==> config.mk <==
export PLATFORM = sky130hd
export DESIGN_NAME = i2c_master_register_access_top_flat
export DESIGN_NICKNAME = d
export VERILOG_FILES = /design/src/hw/rtl/i2cm_pkg.sv /design/src/hw/rtl/i2cm_ifs.sv /design/src/hw/rtl/i2c_master_register_access_top.sv /design/src/flat_wrapper.sv
export SDC_FILE = /design/constraint.sdc
export NUM_CORES = 1
export LEC_CHECK = 0
export BUFFER_PORTS_ARGS = -buffer_cell sky130_fd_sc_hd__buf_4
export CAP_MARGIN = 20
export CORE_AREA = 8 8 127 129
export CTS_CLUSTER_DIAMETER = 30
export DETAILED_ROUTE_END_ITERATION = 12
export DIE_AREA = 0 0 135 137
export PLACE_DENSITY = 0.58
export SLEW_MARGIN = 20
export SYNTH_ARGS = -nofsm -noshare
export SYNTH_HDL_FRONTEND = slang
export SYNTH_SLANG_ARGS = --single-unit
==> constraint.sdc <==
create_clock -name clock -period 6.6 [get_ports clock]
set_clock_uncertainty 0.1 [all_clocks]
set_input_delay 1.32 -clock clock [delete_from_list [all_inputs] [get_ports clock]]
set_output_delay 1.32 -clock clock [all_outputs]
set_load 0.05 [all_outputs]
==> src/hw/rtl/i2cm_pkg.sv <==
// Shared constants and types for the I2C register access master.
// No dependencies; compiled first.

package i2cm_pkg;

   localparam int unsigned FuncWidth   = 2;
   localparam int unsigned ByteWidth   = 8;
   localparam int unsigned CountWidth  = 9;
   localparam int unsigned StatusWidth = 3;

   typedef enum logic [FuncWidth-1:0] {
      FUNC_TICK  = 2'd0,
      FUNC_WRITE = 2'd1,
      FUNC_READ  = 2'd2,
      FUNC_NONE  = 2'd3
   } func_type;

   typedef enum logic [StatusWidth-1:0] {
      STATUS_OK        = 3'd0,
      STATUS_ADDR_NACK = 3'd1,
      STATUS_REG_NACK  = 3'd2,
      STATUS_DATA_NACK = 3'd3,
      STATUS_RADR_NACK = 3'd4
   } status_type;

   localparam logic [CountWidth-1:0] MaxTransfer      = 9'd256;
   localparam logic [ByteWidth-1:0]  AckTimeoutReset  = 8'd100;

endpackage

==> src/hw/rtl/i2cm_ifs.sv <==
// Channel interfaces of the I2C register access master: request, response, csr.
// Depends on nothing; widths follow the field definitions in i2cm_pkg.

interface i2cm_req_if;
   logic       valid;
   logic       ready;
   logic [1:0] func;
   logic [7:0] device_address;
   logic [7:0] register_address;
   logic [8:0] byte_count;
   logic [7:0] write_data;
   logic       sda_in;

   modport source (output valid, func, device_address, register_address, byte_count,
                   write_data, sda_in, input ready);
   modport sink   (input valid, func, device_address, register_address, byte_count,
                   write_data, sda_in, output ready);
endinterface

interface i2cm_rsp_if;
   logic       valid;
   logic       ready;
   logic       scl_out;
   logic       sda_out;
   logic       busy_res;
   logic       data_taken;
   logic       read_valid;
   logic [7:0] read_data;
   logic       done_res;
   logic [2:0] status;

   modport source  (output valid, scl_out, sda_out, busy_res, data_taken, read_valid,
                    read_data, done_res, status, input ready);
   modport sink    (input valid, scl_out, sda_out, busy_res, data_taken, read_valid,
                    read_data, done_res, status, output ready);
   modport monitor (input valid, ready, scl_out, sda_out, busy_res, data_taken, read_valid,
                    read_data, done_res, status);
endinterface

interface i2cm_csr_if;
   logic       valid;
   logic       ready;
   logic [7:0] data;

   modport source (output valid, data, input ready);
   modport sink   (input valid, data, output ready);
endinterface

==> src/hw/rtl/i2c_master_register_access_top.sv <==
// Bit-level I2C master for register reads and writes; one request word is one bus tick.
// Depends on i2cm_pkg and the channel interfaces in i2cm_ifs.sv.
//
//   channel  | dir | word
//   ---------+-----+-----------------------------------------------------------
//   req_bus  | in  | func, device_address, register_address, byte_count, write_data, sda_in
//   rsp_bus  | out | scl_out, sda_out, busy_res, data_taken, read_valid, read_data,
//            |     | done_res, status
//   csr_bus  | in  | ack_timeout (always ready)
//
// One request word per cycle unless req_bus stalls; each gives one response word,
// valid in the cycle after acceptance. The state machine steps once per accepted word.
// The response register is the only buffer: req_bus stalls while it is full and not taken.
// Synchronous active-high reset returns to idle with ack_timeout = 100.

module i2c_master_register_access_top (
   input  logic clock,
   input  logic reset,
   i2cm_req_if.sink   req_bus,
   i2cm_rsp_if.source rsp_bus,
   i2cm_csr_if.sink   csr_bus
);
   import i2cm_pkg::*;

   typedef enum logic [3:0] {
      P_IDLE, P_START_LOW, P_TX_LOW, P_TX_HIGH, P_ACK_LOW, P_ACK_HIGH,
      P_RS_LOW, P_RS_HIGH, P_RS_START, P_RX_LOW, P_RX_HIGH, P_MACK_LOW,
      P_MACK_HIGH, P_STOP_LOW, P_STOP_HIGH, P_STOP_END
   } phase_type;

   typedef enum logic [1:0] {
      K_ADDR, K_REG, K_RADDR, K_DATA
   } kind_type;

   phase_type            phase_ff, phase_in;
   kind_type             kind_ff, kind_in;
   logic [3:0]           bit_count_ff, bit_count_in;
   logic [7:0]           shift_ff, shift_in;
   logic [CountWidth-1:0] bytes_left_ff, bytes_left_in;
   logic [7:0]           ack_wait_ff, ack_wait_in;
   logic [7:0]           saved_device_ff, saved_device_in;
   logic [7:0]           saved_register_ff, saved_register_in;
   logic                 is_read_ff, is_read_in;
   status_type           error_code_ff, error_code_in;
   logic [7:0]           ack_timeout_ff;

   logic                 rsp_valid_ff, rsp_valid_in;
   logic                 scl_ff, scl_in, sda_ff, sda_in_w, busy_ff, busy_in;
   logic                 taken_ff, taken_in, rvalid_ff, rvalid_in, done_ff, done_in;
   logic [7:0]           rdata_ff, rdata_in;
   status_type           status_ff, status_in;

   logic                 req_fire;
   logic [7:0]           limit;
   logic [7:0]           ack_wait_inc;
   logic [7:0]           shift_rx;
   logic [CountWidth-1:0] cnt_sat;
   logic [CountWidth-1:0] bytes_dec;
   status_type           nack_code;

   assign req_bus.ready = !rsp_valid_ff || rsp_bus.ready;
   assign req_fire      = req_bus.valid && req_bus.ready;
   assign csr_bus.ready = 1'b1;

   assign limit        = (ack_timeout_ff == 8'd0) ? 8'd1 : ack_timeout_ff;
   assign ack_wait_inc = ack_wait_ff + 8'd1;
   assign shift_rx     = {shift_ff[6:0], req_bus.sda_in};
   assign bytes_dec    = (bytes_left_ff != '0) ? bytes_left_ff - 1'b1 : bytes_left_ff;
   assign cnt_sat      = (req_bus.byte_count == '0) ? CountWidth'(1) :
                         (req_bus.byte_count > MaxTransfer) ? MaxTransfer : req_bus.byte_count;

   always_comb begin
      unique case (kind_ff)
         K_ADDR:  nack_code = STATUS_ADDR_NACK;
         K_REG:   nack_code = STATUS_REG_NACK;
         K_DATA:  nack_code = STATUS_DATA_NACK;
         default: nack_code = STATUS_RADR_NACK;
      endcase
   end

   always_comb begin
      phase_in          = phase_ff;
      kind_in           = kind_ff;
      bit_count_in      = bit_count_ff;
      shift_in          = shift_ff;
      bytes_left_in     = bytes_left_ff;
      ack_wait_in       = ack_wait_ff;
      saved_device_in   = saved_device_ff;
      saved_register_in = saved_register_ff;
      is_read_in        = is_read_ff;
      error_code_in     = error_code_ff;
      scl_in            = 1'b1;
      sda_in_w          = 1'b1;
      busy_in           = 1'b1;
      taken_in          = 1'b0;
      rvalid_in         = 1'b0;
      rdata_in          = 8'd0;
      done_in           = 1'b0;
      status_in         = STATUS_OK;

      unique case (phase_ff)
         P_IDLE: begin
            if (req_bus.func == FUNC_WRITE || req_bus.func == FUNC_READ) begin
               saved_device_in   = req_bus.device_address;
               saved_register_in = req_bus.register_address;
               is_read_in        = (req_bus.func == FUNC_READ);
               bytes_left_in     = cnt_sat;
               error_code_in     = STATUS_OK;
               ack_wait_in       = 8'd0;
               bit_count_in      = 4'd0;
               kind_in           = K_ADDR;
               shift_in          = req_bus.device_address;
               sda_in_w          = 1'b0;
               phase_in          = P_START_LOW;
            end else begin
               busy_in = 1'b0;
            end
         end
         P_START_LOW: begin
            scl_in       = 1'b0;
            sda_in_w     = 1'b0;
            bit_count_in = 4'd0;
            phase_in     = P_TX_LOW;
         end
         P_TX_LOW: begin
            scl_in   = 1'b0;
            sda_in_w = shift_ff[7];
            if (bit_count_ff == 4'd0 && kind_ff == K_DATA) begin
               shift_in = req_bus.write_data;
               sda_in_w = req_bus.write_data[7];
               taken_in = 1'b1;
            end
            phase_in = P_TX_HIGH;
         end
         P_TX_HIGH: begin
            sda_in_w = shift_ff[7];
            shift_in = {shift_ff[6:0], 1'b0};
            if (bit_count_ff >= 4'd7) begin
               bit_count_in = 4'd0;
               ack_wait_in  = 8'd0;
               phase_in     = P_ACK_LOW;
            end else begin
               bit_count_in = bit_count_ff + 4'd1;
               phase_in     = P_TX_LOW;
            end
         end
         P_ACK_LOW: begin
            scl_in   = 1'b0;
            phase_in = P_ACK_HIGH;
         end
         P_ACK_HIGH: begin
            if (!req_bus.sda_in) begin
               bit_count_in = 4'd0;
               unique case (kind_ff)
                  K_ADDR: begin
                     kind_in  = K_REG;
                     shift_in = saved_register_ff;
                     phase_in = P_TX_LOW;
                  end
                  K_REG: begin
                     if (is_read_ff) begin
                        phase_in = P_RS_LOW;
                     end else begin
                        kind_in  = K_DATA;
                        phase_in = P_TX_LOW;
                     end
                  end
                  K_DATA: begin
                     bytes_left_in = bytes_dec;
                     phase_in      = (bytes_dec == '0) ? P_STOP_LOW : P_TX_LOW;
                  end
                  default: begin
                     shift_in = 8'd0;
                     phase_in = P_RX_LOW;
                  end
               endcase
            end else begin
               ack_wait_in = ack_wait_inc;
               if (ack_wait_inc == 8'd0 || ack_wait_inc >= limit) begin
                  error_code_in = nack_code;
                  phase_in      = P_STOP_LOW;
               end
            end
         end
         P_RS_LOW: begin
            scl_in   = 1'b0;
            phase_in = P_RS_HIGH;
         end
         P_RS_HIGH: begin
            phase_in = P_RS_START;
         end
         P_RS_START: begin
            sda_in_w = 1'b0;
            kind_in  = K_RADDR;
            shift_in = saved_device_ff + 8'd1;
            phase_in = P_START_LOW;
         end
         P_RX_LOW: begin
            scl_in   = 1'b0;
            phase_in = P_RX_HIGH;
         end
         P_RX_HIGH: begin
            shift_in = shift_rx;
            if (bit_count_ff >= 4'd7) begin
               bit_count_in  = 4'd0;
               rvalid_in     = 1'b1;
               rdata_in      = shift_rx;
               bytes_left_in = bytes_dec;
               phase_in      = P_MACK_LOW;
            end else begin
               bit_count_in = bit_count_ff + 4'd1;
               phase_in     = P_RX_LOW;
            end
         end
         P_MACK_LOW: begin
            scl_in   = 1'b0;
            sda_in_w = (bytes_left_ff == '0);
            phase_in = P_MACK_HIGH;
         end
         P_MACK_HIGH: begin
            sda_in_w = (bytes_left_ff == '0);
            if (bytes_left_ff == '0) begin
               phase_in = P_STOP_LOW;
            end else begin
               shift_in = 8'd0;
               phase_in = P_RX_LOW;
            end
         end
         P_STOP_LOW: begin
            scl_in   = 1'b0;
            sda_in_w = 1'b0;
            phase_in = P_STOP_HIGH;
         end
         P_STOP_HIGH: begin
            sda_in_w = 1'b0;
            phase_in = P_STOP_END;
         end
         P_STOP_END: begin
            busy_in   = 1'b0;
            done_in   = 1'b1;
            status_in = error_code_ff;
            phase_in  = P_IDLE;
         end
         default: begin
            busy_in  = 1'b0;
            phase_in = P_IDLE;
         end
      endcase
   end

   assign rsp_valid_in = req_fire ? 1'b1 : (rsp_bus.ready ? 1'b0 : rsp_valid_ff);

   always_ff @(posedge clock) begin
      if (reset) begin
         phase_ff          <= P_IDLE;
         kind_ff           <= K_ADDR;
         bit_count_ff      <= 4'd0;
         shift_ff          <= 8'd0;
         bytes_left_ff     <= '0;
         ack_wait_ff       <= 8'd0;
         saved_device_ff   <= 8'd0;
         saved_register_ff <= 8'd0;
         is_read_ff        <= 1'b0;
         error_code_ff     <= STATUS_OK;
         ack_timeout_ff    <= AckTimeoutReset;
         rsp_valid_ff      <= 1'b0;
      end else begin
         rsp_valid_ff <= rsp_valid_in;
         if (csr_bus.valid) begin
            ack_timeout_ff <= csr_bus.data;
         end
         if (req_fire) begin
            phase_ff          <= phase_in;
            kind_ff           <= kind_in;
            bit_count_ff      <= bit_count_in;
            shift_ff          <= shift_in;
            bytes_left_ff     <= bytes_left_in;
            ack_wait_ff       <= ack_wait_in;
            saved_device_ff   <= saved_device_in;
            saved_register_ff <= saved_register_in;
            is_read_ff        <= is_read_in;
            error_code_ff     <= error_code_in;
         end
      end
      if (req_fire) begin
         scl_ff    <= scl_in;
         sda_ff    <= sda_in_w;
         busy_ff   <= busy_in;
         taken_ff  <= taken_in;
         rvalid_ff <= rvalid_in;
         rdata_ff  <= rdata_in;
         done_ff   <= done_in;
         status_ff <= status_in;
      end
   end

   assign rsp_bus.valid      = rsp_valid_ff;
   assign rsp_bus.scl_out    = scl_ff;
   assign rsp_bus.sda_out    = sda_ff;
   assign rsp_bus.busy_res   = busy_ff;
   assign rsp_bus.data_taken = taken_ff;
   assign rsp_bus.read_valid = rvalid_ff;
   assign rsp_bus.read_data  = rdata_ff;
   assign rsp_bus.done_res   = done_ff;
   assign rsp_bus.status     = status_ff;

endmodule

==> src/flat_wrapper.sv <==
// flat-port wrapper written by rule: the top's interface ports become plain ports
module i2c_master_register_access_top_flat import i2cm_pkg::*;
  (clock, reset, req_bus_valid, req_bus_func, req_bus_device_address, req_bus_register_address, req_bus_byte_count, req_bus_write_data, req_bus_sda_in, req_bus_ready, rsp_bus_valid, rsp_bus_scl_out, rsp_bus_sda_out, rsp_bus_busy_res, rsp_bus_data_taken, rsp_bus_read_valid, rsp_bus_read_data, rsp_bus_done_res, rsp_bus_status, rsp_bus_ready, csr_bus_valid, csr_bus_data, csr_bus_ready);
  i2cm_req_if req_bus_i ();
  i2cm_rsp_if rsp_bus_i ();
  i2cm_csr_if csr_bus_i ();
  input  logic clock;
  input  logic reset;
  input wire logic [$bits(req_bus_i.valid)-1:0] req_bus_valid;
  input wire logic [$bits(req_bus_i.func)-1:0] req_bus_func;
  input wire logic [$bits(req_bus_i.device_address)-1:0] req_bus_device_address;
  input wire logic [$bits(req_bus_i.register_address)-1:0] req_bus_register_address;
  input wire logic [$bits(req_bus_i.byte_count)-1:0] req_bus_byte_count;
  input wire logic [$bits(req_bus_i.write_data)-1:0] req_bus_write_data;
  input wire logic [$bits(req_bus_i.sda_in)-1:0] req_bus_sda_in;
  output wire logic [$bits(req_bus_i.ready)-1:0] req_bus_ready;
  output wire logic [$bits(rsp_bus_i.valid)-1:0] rsp_bus_valid;
  output wire logic [$bits(rsp_bus_i.scl_out)-1:0] rsp_bus_scl_out;
  output wire logic [$bits(rsp_bus_i.sda_out)-1:0] rsp_bus_sda_out;
  output wire logic [$bits(rsp_bus_i.busy_res)-1:0] rsp_bus_busy_res;
  output wire logic [$bits(rsp_bus_i.data_taken)-1:0] rsp_bus_data_taken;
  output wire logic [$bits(rsp_bus_i.read_valid)-1:0] rsp_bus_read_valid;
  output wire logic [$bits(rsp_bus_i.read_data)-1:0] rsp_bus_read_data;
  output wire logic [$bits(rsp_bus_i.done_res)-1:0] rsp_bus_done_res;
  output wire logic [$bits(rsp_bus_i.status)-1:0] rsp_bus_status;
  input wire logic [$bits(rsp_bus_i.ready)-1:0] rsp_bus_ready;
  input wire logic [$bits(csr_bus_i.valid)-1:0] csr_bus_valid;
  input wire logic [$bits(csr_bus_i.data)-1:0] csr_bus_data;
  output wire logic [$bits(csr_bus_i.ready)-1:0] csr_bus_ready;
  assign req_bus_i.valid = req_bus_valid;
  assign req_bus_i.func = req_bus_func;
  assign req_bus_i.device_address = req_bus_device_address;
  assign req_bus_i.register_address = req_bus_register_address;
  assign req_bus_i.byte_count = req_bus_byte_count;
  assign req_bus_i.write_data = req_bus_write_data;
  assign req_bus_i.sda_in = req_bus_sda_in;
  assign req_bus_ready = req_bus_i.ready;
  assign rsp_bus_valid = rsp_bus_i.valid;
  assign rsp_bus_scl_out = rsp_bus_i.scl_out;
  assign rsp_bus_sda_out = rsp_bus_i.sda_out;
  assign rsp_bus_busy_res = rsp_bus_i.busy_res;
  assign rsp_bus_data_taken = rsp_bus_i.data_taken;
  assign rsp_bus_read_valid = rsp_bus_i.read_valid;
  assign rsp_bus_read_data = rsp_bus_i.read_data;
  assign rsp_bus_done_res = rsp_bus_i.done_res;
  assign rsp_bus_status = rsp_bus_i.status;
  assign rsp_bus_i.ready = rsp_bus_ready;
  assign csr_bus_i.valid = csr_bus_valid;
  assign csr_bus_i.data = csr_bus_data;
  assign csr_bus_ready = csr_bus_i.ready;
  i2c_master_register_access_top u_core (.clock(clock), .reset(reset), .req_bus(req_bus_i), .rsp_bus(rsp_bus_i), .csr_bus(csr_bus_i));
endmodule
# [Word level (Yosys, flattened, before mapping)]
# Cells that the tools add are included.
[op_classes] n_addsub=4 magnitude_cmp=3 n_eq_ne=32 n_mux=54 reduce_logical=36
[op_table] operator="two-way mux 8 bit" count=8
[op_table] operator="case mux 4 bit (16 select lines)" count=1
[op_table] operator="two-way mux 9 bit" count=7
[op_table] operator="case mux 8 bit (7 select lines)" count=1
[op_table] operator="== test 4 bit (second input constant)" count=8
[op_table] operator="two-way mux 4 bit" count=7
[op_table] operator="logical NOT 9 bit" count=3
[op_table] operator="case mux 9 bit (3 select lines)" count=1
[op_table] operator="case mux 8 bit (3 select lines)" count=1
[op_table] operator="two-way mux 3 bit" count=6
[op_table] operator="adder 8 x 1 -> 8 bit (second input constant)" count=2
[op_table] operator="== test 4 x 3 -> 1 bit (second input constant)" count=4
[op_table] operator="logical NOT 8 bit" count=2
[op_table] operator="case mux 4 bit (4 select lines)" count=1
[op_table] operator="case mux 8 bit (2 select lines)" count=1
[op_table] operator="inequality test 2 x 1 -> 1 bit (second input constant)" count=6
[op_table] operator="case mux 4 bit (3 select lines)" count=1
[op_table] operator="AND reduction 6 bit" count=2
[op_table] operator="AND reduction 5 bit" count=2
[op_table] operator="> comparator 9 bit (second input constant)" count=1
[op_table] operator="two-way mux 1 bit" count=9
[op_table] operator="case mux 3 bit (3 select lines)" count=1
[op_table] operator="nonzero test 3 bit" count=3
[op_table] operator="nonzero test 9 bit" count=1
[op_table] operator="other kinds (32)" count=50
[totals] reg_bits=81 inputBits=49 out_inout_bits=20 elab_cells=149

# [Longest topological paths before layout]
# Gate-level depths: netlist (run 1).
[depth] depth_word=7 ltp_mapped=11 ltp_nobuf=11

# [Worst setup path before layout (run 1)]
# No wires, ideal clock.
[synth_timing] path_type="in2reg" start="input rsp_bus_ready" end="register u_core.is_read_ff" setup_time_ps=128 arrival_time_ps=3278 required_time_ps=6372 slack_ps=3094 path_stages=9 n_path_buf=2 path_cell_list="inv_1 > nand2_1 > nand2_1 > inv_1 > nand3_1 > clkbuf_1 > buf_2 > mux2i_1 > nor2_1"
[synth_between] elab_chain_len=3
[synth_rtl] element="from (decl)" line_no="flat_wrapper.sv:26" source="input wire logic [$bits(rsp_bus_i.ready)-1:0] rsp_bus_ready;"
[synth_rtl] element="logical OR 1 bit" line_no="i2c_master_register_access_top.sv:61" source="assign req_bus.ready = !rsp_valid_ff || rsp_bus.ready;"
[synth_rtl] element="net req_bus_ready" line_no="flat_wrapper.sv:16" source="output wire logic [$bits(req_bus_i.ready)-1:0] req_bus_ready;"
[synth_rtl] element="logical AND 1 bit" line_no="i2c_master_register_access_top.sv:62" source="assign req_fire = req_bus.valid && req_bus.ready;"
[synth_rtl] element="net u_core.req_fire" line_no="i2c_master_register_access_top.sv:53" source="logic req_fire;"
[synth_rtl] element="AND reduction 3 bit (no line)"
[synth_rtl] element="to (signal assigned)" line_no="i2c_master_register_access_top.sv:281" source="is_read_ff <= is_read_in;"
[synth_rtl] element="to (decl)" line_no="i2c_master_register_access_top.sv:43" source="logic is_read_ff, is_read_in;"
# The timed path passes the listed nets, and every way through them passes these cells.
# A chain may end at the register's enable or synchronous reset.

# [Final worst setup path (run 1)]
[layout_timing] start="input rsp_bus_ready" end="register u_core.saved_register_ff[7]"
[layout_between] elab_chain_len=3
[layout_rtl] element="logical OR 1 bit" line_no="i2c_master_register_access_top.sv:61"
[layout_rtl] element="logical AND 1 bit" line_no="i2c_master_register_access_top.sv:62"
[layout_rtl] element="net u_core.req_fire" line_no="i2c_master_register_access_top.sv:53"
[layout_rtl] element="AND reduction 3 bit (no line)"
[layout_rtl] element="to (signal assigned)" line_no="i2c_master_register_access_top.sv:280" source="saved_register_ff <= saved_register_in;"
[layout_rtl] element="to (decl)" line_no="i2c_master_register_access_top.sv:42" source="logic [7:0] saved_register_ff, saved_register_in;"
# The timed path passes the listed nets, and every way through them passes these cells.

==> flow_summary.yaml, run 1 <==
clock_tree:
  clock_path_buffers: 2
  hold_buffers: 0
  cts.htree.levels: 3
  numCtsBuffers: 9
  clock_latency_ns: 0.34
  cts_sinks: 81
  cts_root_buf: "clkbuf_16"
  clk_pin_slew_worst_paths_ns: 0.06
  tritoncts: "built"
  ctsResizeCount: 0
  cts_setup_buffers: 0
synthesis:
  synth_top_family_by_area: "compound AO/OA/AOI/OAI gates"
  synth_area_per_cell_sq_um: 8.66
  synth_top_area_cell: "dfxtp_1"
  synth-xor-area-share: 0.0236
  async_flop_share: 0
  synthTopCellsByArea: "dfxtp_1 (27%), edfxtp_1 (11%), mux2i_1 (6.4%)"
  syn-num-nets: 626
  synthTopCellsByCount: "nor2_1 (68), dfxtp_1 (64), nand2_1 (36)"
  synth.distinct_cells: 75
  ys_ff_latch: 81
  syn_inst: 558
  synthMuxAreaShare: 0.0642
  netlist_area_sq_mm: 0.00483
  synth_enable_flop_cells: 17
  synth_most_common_cell: "nor2_1"
  ys_warn_count: 0
  ys.flop_type: "dfxtp_1"
  synth_compound_area_frac: 0.217
  yosysSeqAreaShare: 0.371
  yosys.area_share.simple: 0.215
  netlist.area_leader.share: 0.265
  synth_adder_area_share: 0.0492
hold_path:
  min_path_cells: 2
  hp-start: "u_core.error_code_ff[2]"
  hold_path_class: "register to register"
routing:
  dr.pass1.iters: 6
  ant_nets: 0
  route.detailed.drc: 0
  routedWlPerCell_microns: 16.3
  finalWirelength_mm: 12.9
  viasPerCell: 5.50
  drtIter0Drc: 392
  vias: 4332
grt:
  grt_use_total: 0.140
  grt_busiest_layer: "met2"
  use_met2: 0.227
  grt_max_degree: 61
  grt_antenna_before_repair: 0
  gr-total-overflow: 0
  use_met1: 0.184
  grt_pass1_wl_mm: 21.1
  use_met3: 0.0220
  first_global_vias: 4151
layout:
  area_growth_pct: 17.5
  layout-drive-gt1-share: 0.164
  num-nets-final: 667
  fillers: 1450
  diodes: 0
  finalNonFillerCells: 788
  final_area_sq_mm: 0.00568
sta:
  fmax_mhz: 278
  max_slew_margin: 0.269
  finalCriticalPeriod_ns: 3.59
  setup_viol_count_final: 0
  slew_violations: 0
  worst_pin_slew_ns: 1.09
  hold_viol_final: 0
  fin_ws_ns: 3.01
  rsz0062_at_grt: "no"
  fin_tns_setup_ns: 0
  post-route-period-util: 0.544
critical_path:
  crit_path_max_fanout: 21
  end_kind: "register"
  worstPathRequired_ns: 6.70
  start_kind: "input pin"
  worstSetupPathType: "input pin to register"
  reg2reg_depth: 6
  r2r_start: "u_core.phase_ff[0]"
  crit_start: "rsp_bus_ready"
  cp.arrival_ns: 3.69
placed_design:
  dp_hpwl_mm: 9.39
  portBuffers: 67
  dp_slack_ns: 2.63
  dpl.cell_count: 772
  postPlaceCellArea_sq_mm: 0.00539
  gp_congestion: 0.868
die:
  num_rows: 44
  start_util: 0.340
  die_h_microns: 137
  die_area_sq_mm: 0.0185
  die_w_microns: 135
  io_pins: 69
  coreArea_sq_mm: 0.0142
job:
  drv_cap: 0
outcome:
  status: "finished clean"
power:
  power_density_mw_per_mm2: 245
  irDropWorstVdd_mv: 0.108
  finalPower_mw: 1.39
  leakage_nw: 2.34
==> through the flow <==
stage / hold slack (ns) / util
CTS: 0.386 / 0.400
finish: 0.380 / 0.400
floorplan: 0.342 / -
global placement: 0.363 / 0.379
global route: 0.415 / 0.400
detailed placement: 0.374 / 0.379
==> worst paths after layout <==
| kind | endpoint | slack [ns] |
|---|---|---|
| worst max-delay path | u_core.saved_register_ff[7] | 3.01 |
| worst min-delay path | u_core.error_code_ff[2] | 0.38 |
| worst max register to register | u_core.bytes_left_ff[0] | 3.38 |
| worst min register to register | u_core.error_code_ff[2] | 0.38 |
==> area by class of cell <==
cell class,instances,area [sq um],area share
inverter,25,93.8,0.0165
multi-input combinational,414,2760,0.486
tap,184,230,0.0405
clock inverter,3,23.8,0.00419
timing repair buffer,68,510,0.0899
sequential,81,1790,0.315
clock buffer,13,270,0.0476
==> cell usage in the layout, fill, tap and decap left out, drive strengths merged, types with 4 or more instances in the layout <==
master  instances
a22o            4
nor2           68
a311oi          8
o211ai         12
and2            7
nor3           10
inv            24
buf            68
nand3          21
or4             7
or3             4
nand2b         12
a211o           4
xnor2           6
and3           10
a31oi           7
o21ai          30
ha             19
dfxtp          64
xor2            7
clkbuf         13
edfxtp         17
a21oi          31
mux2i          31
a211oi          9
a22oi           9
a221oi          5
nand2          36
nor4            5
==> worst max-delay path: stages <==
cell and delay, ns:
buf_4 0.07, inv_1 0.05, nand2_1 0.10, nand2_1 0.09, inv_1 0.58, nand3_1 0.97
mux2i_1 0.42, nor2_1 0.07
==> per-layer routing <==
layer,up-vias,wire length (microns)
met1,2049,5950
li1,2139,-
met4,0,155
met3,14,694
met5,-,0
met2,130,6080
==> power breakdown <==
| group | internal [mW] | total, mW | switching, mW |
|---|---|---|---|
| logic | 0.127 | 0.322 | 0.194 |
| clock network | 0.287 | 0.490 | 0.203 |
| registers | 0.540 | 0.582 | 0.0422 |
| total | 0.954 | 1.39 | 0.440 |
==> state kept, by name, indices dropped and copies added (netlist names), 2 cells and up <==
signal and count:
u_core.error_code_ff 3, u_core.phase_ff 4, u_core.kind_ff 2, u_core.rsp_bus.read_data 8
u_core.bit_count_ff 4, u_core.ack_wait_ff 8, u_core.shift_ff 8, u_core.bytes_left_ff 9
u_core.saved_register_ff 8, u_core.ack_timeout_ff 8, u_core.saved_device_ff 8, u_core.rsp_bus.status 3
==> logic make-up (layout without fill, tap and decap cells) <==
kind of cell / count (synthesis) / count (layout)
fa+ha+maj: 19 / 19
xor+xnor: 13 / 13
flops: 81 / 81
buf+inv: 63 / 109
simple gates: 202 / 202
mux: 31 / 31
other cells: 1 / 1
compound gates: 148 / 148
(Power assumes the default switching activity.)
==> run 2, diff against run 1 <==
--- a/config.mk
+++ b/config.mk
@@ -11,7 +11,7 @@
 export CTS_CLUSTER_DIAMETER = 30
 export DETAILED_ROUTE_END_ITERATION = 12
 export DIE_AREA = 0 0 135 137
-export PLACE_DENSITY = 0.58
+export PLACE_DENSITY = 0.59
 export SLEW_MARGIN = 20
 export SYNTH_ARGS = -nofsm -noshare
 export SYNTH_HDL_FRONTEND = slang
==> constraint.sdc (replaced) <==
create_clock -name clock -period 3.1 [get_ports clock]
set_clock_uncertainty 0.1 [all_clocks]
set_input_delay 0.62 -clock clock [delete_from_list [all_inputs] [get_ports clock]]
set_output_delay 0.62 -clock clock [all_outputs]
set_load 0.05 [all_outputs]
==> run 2 against run 1 <==
Critical path type is now register to register. Final cell count grew 2.3%. Global-route usage is 0.14 points higher. Final area rose by 2.8%. Critical endpoint is now u_core.error_code_ff[1]. Total power increased by 120%.
==> flow_summary.yaml, run 2 (synthesized netlist as in run 1, its figures left out) <==
sta:
  fin_tns_setup_ns: 0
  setup_viol_count_final: 0
  finalCriticalPeriod_ns: 2.84
  fin_ws_ns: 0.261
  post-route-period-util: 0.916
  slew_violations: 0
  hold_viol_final: 0
  whs_ns: 0.370
  max_slew_margin: 0.511
  worst_pin_slew_ns: 0.725
  fmax_mhz: 352
grt:
  grt_antenna_before_repair: 0
  grt_max_degree: 61
  grt_use_total: 0.141
  gr-total-overflow: 0
  grt_pass1_wl_mm: 21.2
  first_global_vias: 4176
routing:
  finalWirelength_mm: 13.3
  vias: 4455
  route.detailed.drc: 0
  routedWlPerCell_microns: 16.5
  dr.pass1.iters: 5
  drtIter0Drc: 418
  ant_nets: 0
  viasPerCell: 5.53
critical_path:
  crit_path_max_fanout: 6
  reg2reg_depth: 12
  end_kind: "register"
  start_kind: "register"
  r2r_start: "u_core.ack_wait_ff[1]"
  crit_chain: "ha_2 -> nand3_1 -> nor2_1 -> xor2_1 -> ha_1 -> o21ai_0 -> o211ai_1 -> a21oi_2 -> a221oi_2 -> buf_4 -> mux2i_1 -> nor2_1"
  worstPathRequired_ns: 3.20
  r2r_end: "u_core.error_code_ff[1]"
  worstSetupPathType: "register to register"
  r2r_slack_ns: 0.26
  worst_path_largest_cell_delay_ns: 0.42
  cp_slowest_cell: "dfxtp_1"
  path_common_cell: "nor2_1"
  cp.arrival_ns: 2.94
hold_path:
  min_path_cells: 2
  hold_path_class: "register to register"
  hp-start: "u_core.error_code_ff[2]"
  hold_path_end: "u_core.error_code_ff[2]"
layout:
  area_growth_pct: 20.8
  final_area_sq_mm: 0.00584
  diodes: 0
  final_common_cell: "buf_4"
  layout-drive-gt1-share: 0.193
  finish.utilization: 0.411
  regMostFlops: "u_core.bytes_left_ff"
  finalNonFillerCells: 806
  num-nets-final: 685
  layout_common_cells: "buf_4 (86), nor2_1 (68), dfxtp_1 (63), nand2_1 (36), mux2i_1 (31)"
  largest_register_ffs: 9
power:
  finalPower_mw: 3.06
  leakage_nw: 2.45
  power_density_mw_per_mm2: 524
  irDropWorstVdd_mv: 0.262
die:
  io_pins: 69
  die_w_microns: 135
  start_util: 0.340
  num_rows: 44
  die_area_sq_mm: 0.0185
  die_h_microns: 137
  coreArea_sq_mm: 0.0142
clock_tree:
  clock_latency_ns: 0.34
  clk_pin_slew_worst_paths_ns: 0.06
  cts.htree.levels: 3
  clock_path_buffers: 2
  tritoncts: "built"
  cts_sinks: 81
  numCtsBuffers: 9
  cts_root_buf: "clkbuf_16"
placed_design:
  dpl.cell_count: 789
  postPlaceCellArea_sq_mm: 0.00551
  dp_hpwl_mm: 9.73
  dp_slack_ns: 0.165
  portBuffers: 67
  gp_congestion: 0.920
outcome:
  status: "finished clean"
job:
  drv_cap: 0
run 2: cell count changes in the layout (fill, tap and decap cells not counted), sizes merged:
cell	before	now
clkinvlp	2	0
inv	24	26
buf	68	86
clkbuf	13	11
clkinv	2	4
run 2: repair_timing:
item,in CTS,in global routing
endpoints found under the hold margin,0,0
resized for setup,0,3
hold buffers,0,0
endpoints found under the setup margin,0,7
setup buffers,0,1
run 2: where the power goes:
group	total, mW	switching, mW	internal [mW]
Sequential	1.22	0.0680	1.15
Combinational	0.727	0.437	0.291
Clock	1.12	0.467	0.651
Total	3.06	0.971	2.09
run 2: layout make-up:
type	instances	area (sq um)
Clock inverter	5	42.5
Tap cell	184	230
Multi-Input combinational cell	414	2760
Fill cell	1446	8360
Inverter	25	93.8
Sequential cell	81	1790
Timing Repair Buffer	86	646
Clock buffer	11	275
run 2: worst max-delay path by stage:
| stage | from | to | slack, ns | depth (start not counted) |
|---|---|---|---|---|
| after CTS | u_core.ack_wait_ff[0] | u_core.phase_ff[1] | 0.15 | 11 |
| final | u_core.ack_wait_ff[1] | u_core.error_code_ff[1] | 0.26 | 12 |
| after detailed placement | u_core.ack_wait_ff[0] | u_core.error_code_ff[0] | 0.17 | 11 |
| after floorplan | u_core.rsp_bus.valid | u_core.is_read_ff | 0.18 | 8 |
| after global placement | req_bus_func[0] | u_core.ack_wait_ff[5] | 0.28 | 7 |
| after global routing | u_core.ack_wait_ff[1] | u_core.error_code_ff[0] | -0.007 | 12 |
run 2: layer usage:
metal | track usage | vias up | wire length (microns)
met5 | 0 | - | 0
met4 | 0.0524 | 0 | 233
met3 | 0.0330 | 17 | 734
met2 | 0.224 | 135 | 6230
met1 | 0.183 | 2127 | 6090
li1 | - | 2176 | -
run 2: critical path, delay by kind of cell (launching register included):
kind | cells | cell delay [ns]
flip-flops | 1 | 0.42
AND/OR/NAND/NOR | 3 | 0.39
multiplexers | 1 | 0.18
XOR/XNOR | 1 | 0.23
AO/OA/AOI/OAI | 4 | 0.71
adder cells (fa/ha/maj) | 2 | 0.49
buffers and inverters | 1 | 0.17
==> run 3, diff against run 2 <==
--- a/config.mk
+++ b/config.mk
@@ -7,11 +7,11 @@
 export LEC_CHECK = 0
 export BUFFER_PORTS_ARGS = -buffer_cell sky130_fd_sc_hd__buf_4
 export CAP_MARGIN = 20
-export CORE_AREA = 8 8 127 129
+export CORE_AREA = 8 8 133 123
 export CTS_CLUSTER_DIAMETER = 30
 export DETAILED_ROUTE_END_ITERATION = 12
-export DIE_AREA = 0 0 135 137
-export PLACE_DENSITY = 0.59
+export DIE_AREA = 0 0 141 131
+export PLACE_DENSITY = 0.6
 export SLEW_MARGIN = 20
 export SYNTH_ARGS = -nofsm -noshare
 export SYNTH_HDL_FRONTEND = slang
==> run 3 against run 2 <==
Die area fell by 0.13%. Maximum frequency fell by 1.1%. Final cell count rose by 1.5%. Critical path type unchanged. Non-clock buffer count fell by 2. Register-to-register slack got worse by 0.03 ns. Largest power group unchanged. Highest routed layer unchanged. Critical path depth fell by 1.
==> flow_summary.yaml, run 3 (synthesized netlist as in run 1, its figures left out) <==
layout:
  final_area_sq_mm: 0.00582
  layout_common_cells: "buf_4 (84), nor2_1 (68), dfxtp_1 (64), nand2_1 (36), mux2i_1 (31)"
  diodes: 0
  num-nets-final: 683
  final_common_cell: "buf_4"
  fillers: 1425
  finish.utilization: 0.409
  largest_register_ffs: 9
  layout-drive-gt1-share: 0.185
  regMostFlops: "u_core.bytes_left_ff"
  area_growth_pct: 20.4
clock_tree:
  cts_sinks: 81
  numCtsBuffers: 9
  clock_path_buffers: 2
  tritoncts: "built"
  hold_buffers: 0
  clk_pin_slew_worst_paths_ns: 0.06
  cts.htree.levels: 3
  cts_root_buf: "clkbuf_16"
  clock_latency_ns: 0.35
power:
  p_sw_uw: 948
  power_density_mw_per_mm2: 517
  combPwrFrac: 0.237
  irDropWorstVdd_mv: 0.268
  finalPower_mw: 3.01
  p_sw_frac: 0.315
  p_int_mw: 2.06
  leakage_nw: 2.42
  power.share.clock: 0.354
  pwr-share-seq: 0.409
critical_path:
  start_kind: "register"
  worstPathRequired_ns: 3.29
  end_kind: "register"
  cp.arrival_ns: 3.06
  worstSetupPathType: "register to register"
  crit_path_max_fanout: 8
sta:
  fin_tns_setup_ns: 0
  setup_viol_count_final: 0
  post-route-period-util: 0.926
  finalCriticalPeriod_ns: 2.87
  fmax_mhz: 348
  slew_violations: 0
  rsz0062_at_grt: "no"
  hold_viol_final: 0
  max_slew_margin: 0.545
  worst_pin_slew_ns: 0.681
  whs_ns: 0.376
grt:
  grt_max_degree: 61
  grt_antenna_before_repair: 0
  grt_use_total: 0.143
  grt_pass1_wl_mm: 20.9
  first_global_vias: 4118
  gr-total-overflow: 0
die:
  coreArea_sq_mm: 0.0142
  start_util: 0.339
  io_pins: 69
  die_area_sq_mm: 0.0185
  num_rows: 42
  die_w_microns: 141
  die_h_microns: 131
placed_design:
  portBuffers: 67
  postPlaceCellArea_sq_mm: 0.00552
  gp_congestion: 0.848
  dp_hpwl_mm: 9.63
routing:
  ant_nets: 0
  routedWlPerCell_microns: 16.1
  vias: 4390
  route.detailed.drc: 0
  dr.pass1.iters: 5
  viasPerCell: 5.37
  drtIter0Drc: 353
  finalWirelength_mm: 13.2
hold_path:
  hold_path_class: "register to register"
outcome:
  status: "finished clean"
job:
  drv_cap: 0
run 3: changes by cell type in the layout (fill, tap and decap cells not counted), moves of 2 or more:
cell / delta
clkbuf_16: -2
clkinvlp_4: +2
buf_4: -2
clkinv_4: -2
clkinv_2: +2
run 3: worst paths after layout:
kind	startpoint	endpoint	slack (ns)	cells past startpoint
worst max-delay path	u_core.ack_wait_ff[0]	u_core.phase_ff[1]	0.23	11
worst min-delay path	u_core.error_code_ff[2]	u_core.error_code_ff[2]	0.38	2
worst max register to register	u_core.ack_wait_ff[0]	u_core.phase_ff[1]	0.23	11
worst min register to register	u_core.error_code_ff[2]	u_core.error_code_ff[2]	0.38	2
run 3: metrics by stage:
step | setup WS [ns] | instances
after floorplan | 0.183 | 558
after global placement | 0.312 | 802
after detailed placement | 0.210 | 802
after CTS | 0.194 | 818
after global routing | 0.0289 | 818
final | 0.230 | 818
run 3: cell type report:
type                            count  area (sq um)  share of cell area
Multi-Input combinational cell    414          2770               0.475
Timing Repair Buffer               84           631               0.108
Sequential cell                    81          1790               0.308
Clock buffer                       10           229              0.0393
Clock inverter                      6          60.1              0.0103
Tap cell                          198           248              0.0426
Inverter                           25          93.8              0.0161
run 3: power groups by stage:
stage	clock network (mW)	logic, mW	registers (mW)
2_1_floorplan	0	0.486	1.26
6_report	1.07	0.714	1.23
4_1_cts	1.08	0.712	1.23
3_3_place_gp	0	0.698	1.25
5_1_grt	1.13	0.790	1.24
3_5_place_dp	0	0.708	1.25
run 3: worst max-delay path, stage by stage, from the launching register on:
cell and delay, ns:
dfxtp_1 0.45, ha_1 0.28, nand3_1 0.18, nor2_1 0.17
xor2_1 0.22, ha_1 0.28, o22ai_1 0.19, nor2_1 0.10
a21oi_2 0.29, nand3_1 0.19, a211o_1 0.32, nand3_1 0.06
run 3: layer usage:
metal  track usage  part of all wire
met5             0                 0
met4        0.0669             0.020
met3        0.0298             0.043
met2         0.228              0.47
met1         0.184              0.47
run 3: timing repair:
action / CTS / global route
setup endpoints to repair: 0 / 2
gates resized for setup: 0 / 2
buffers inserted: 0 / 0
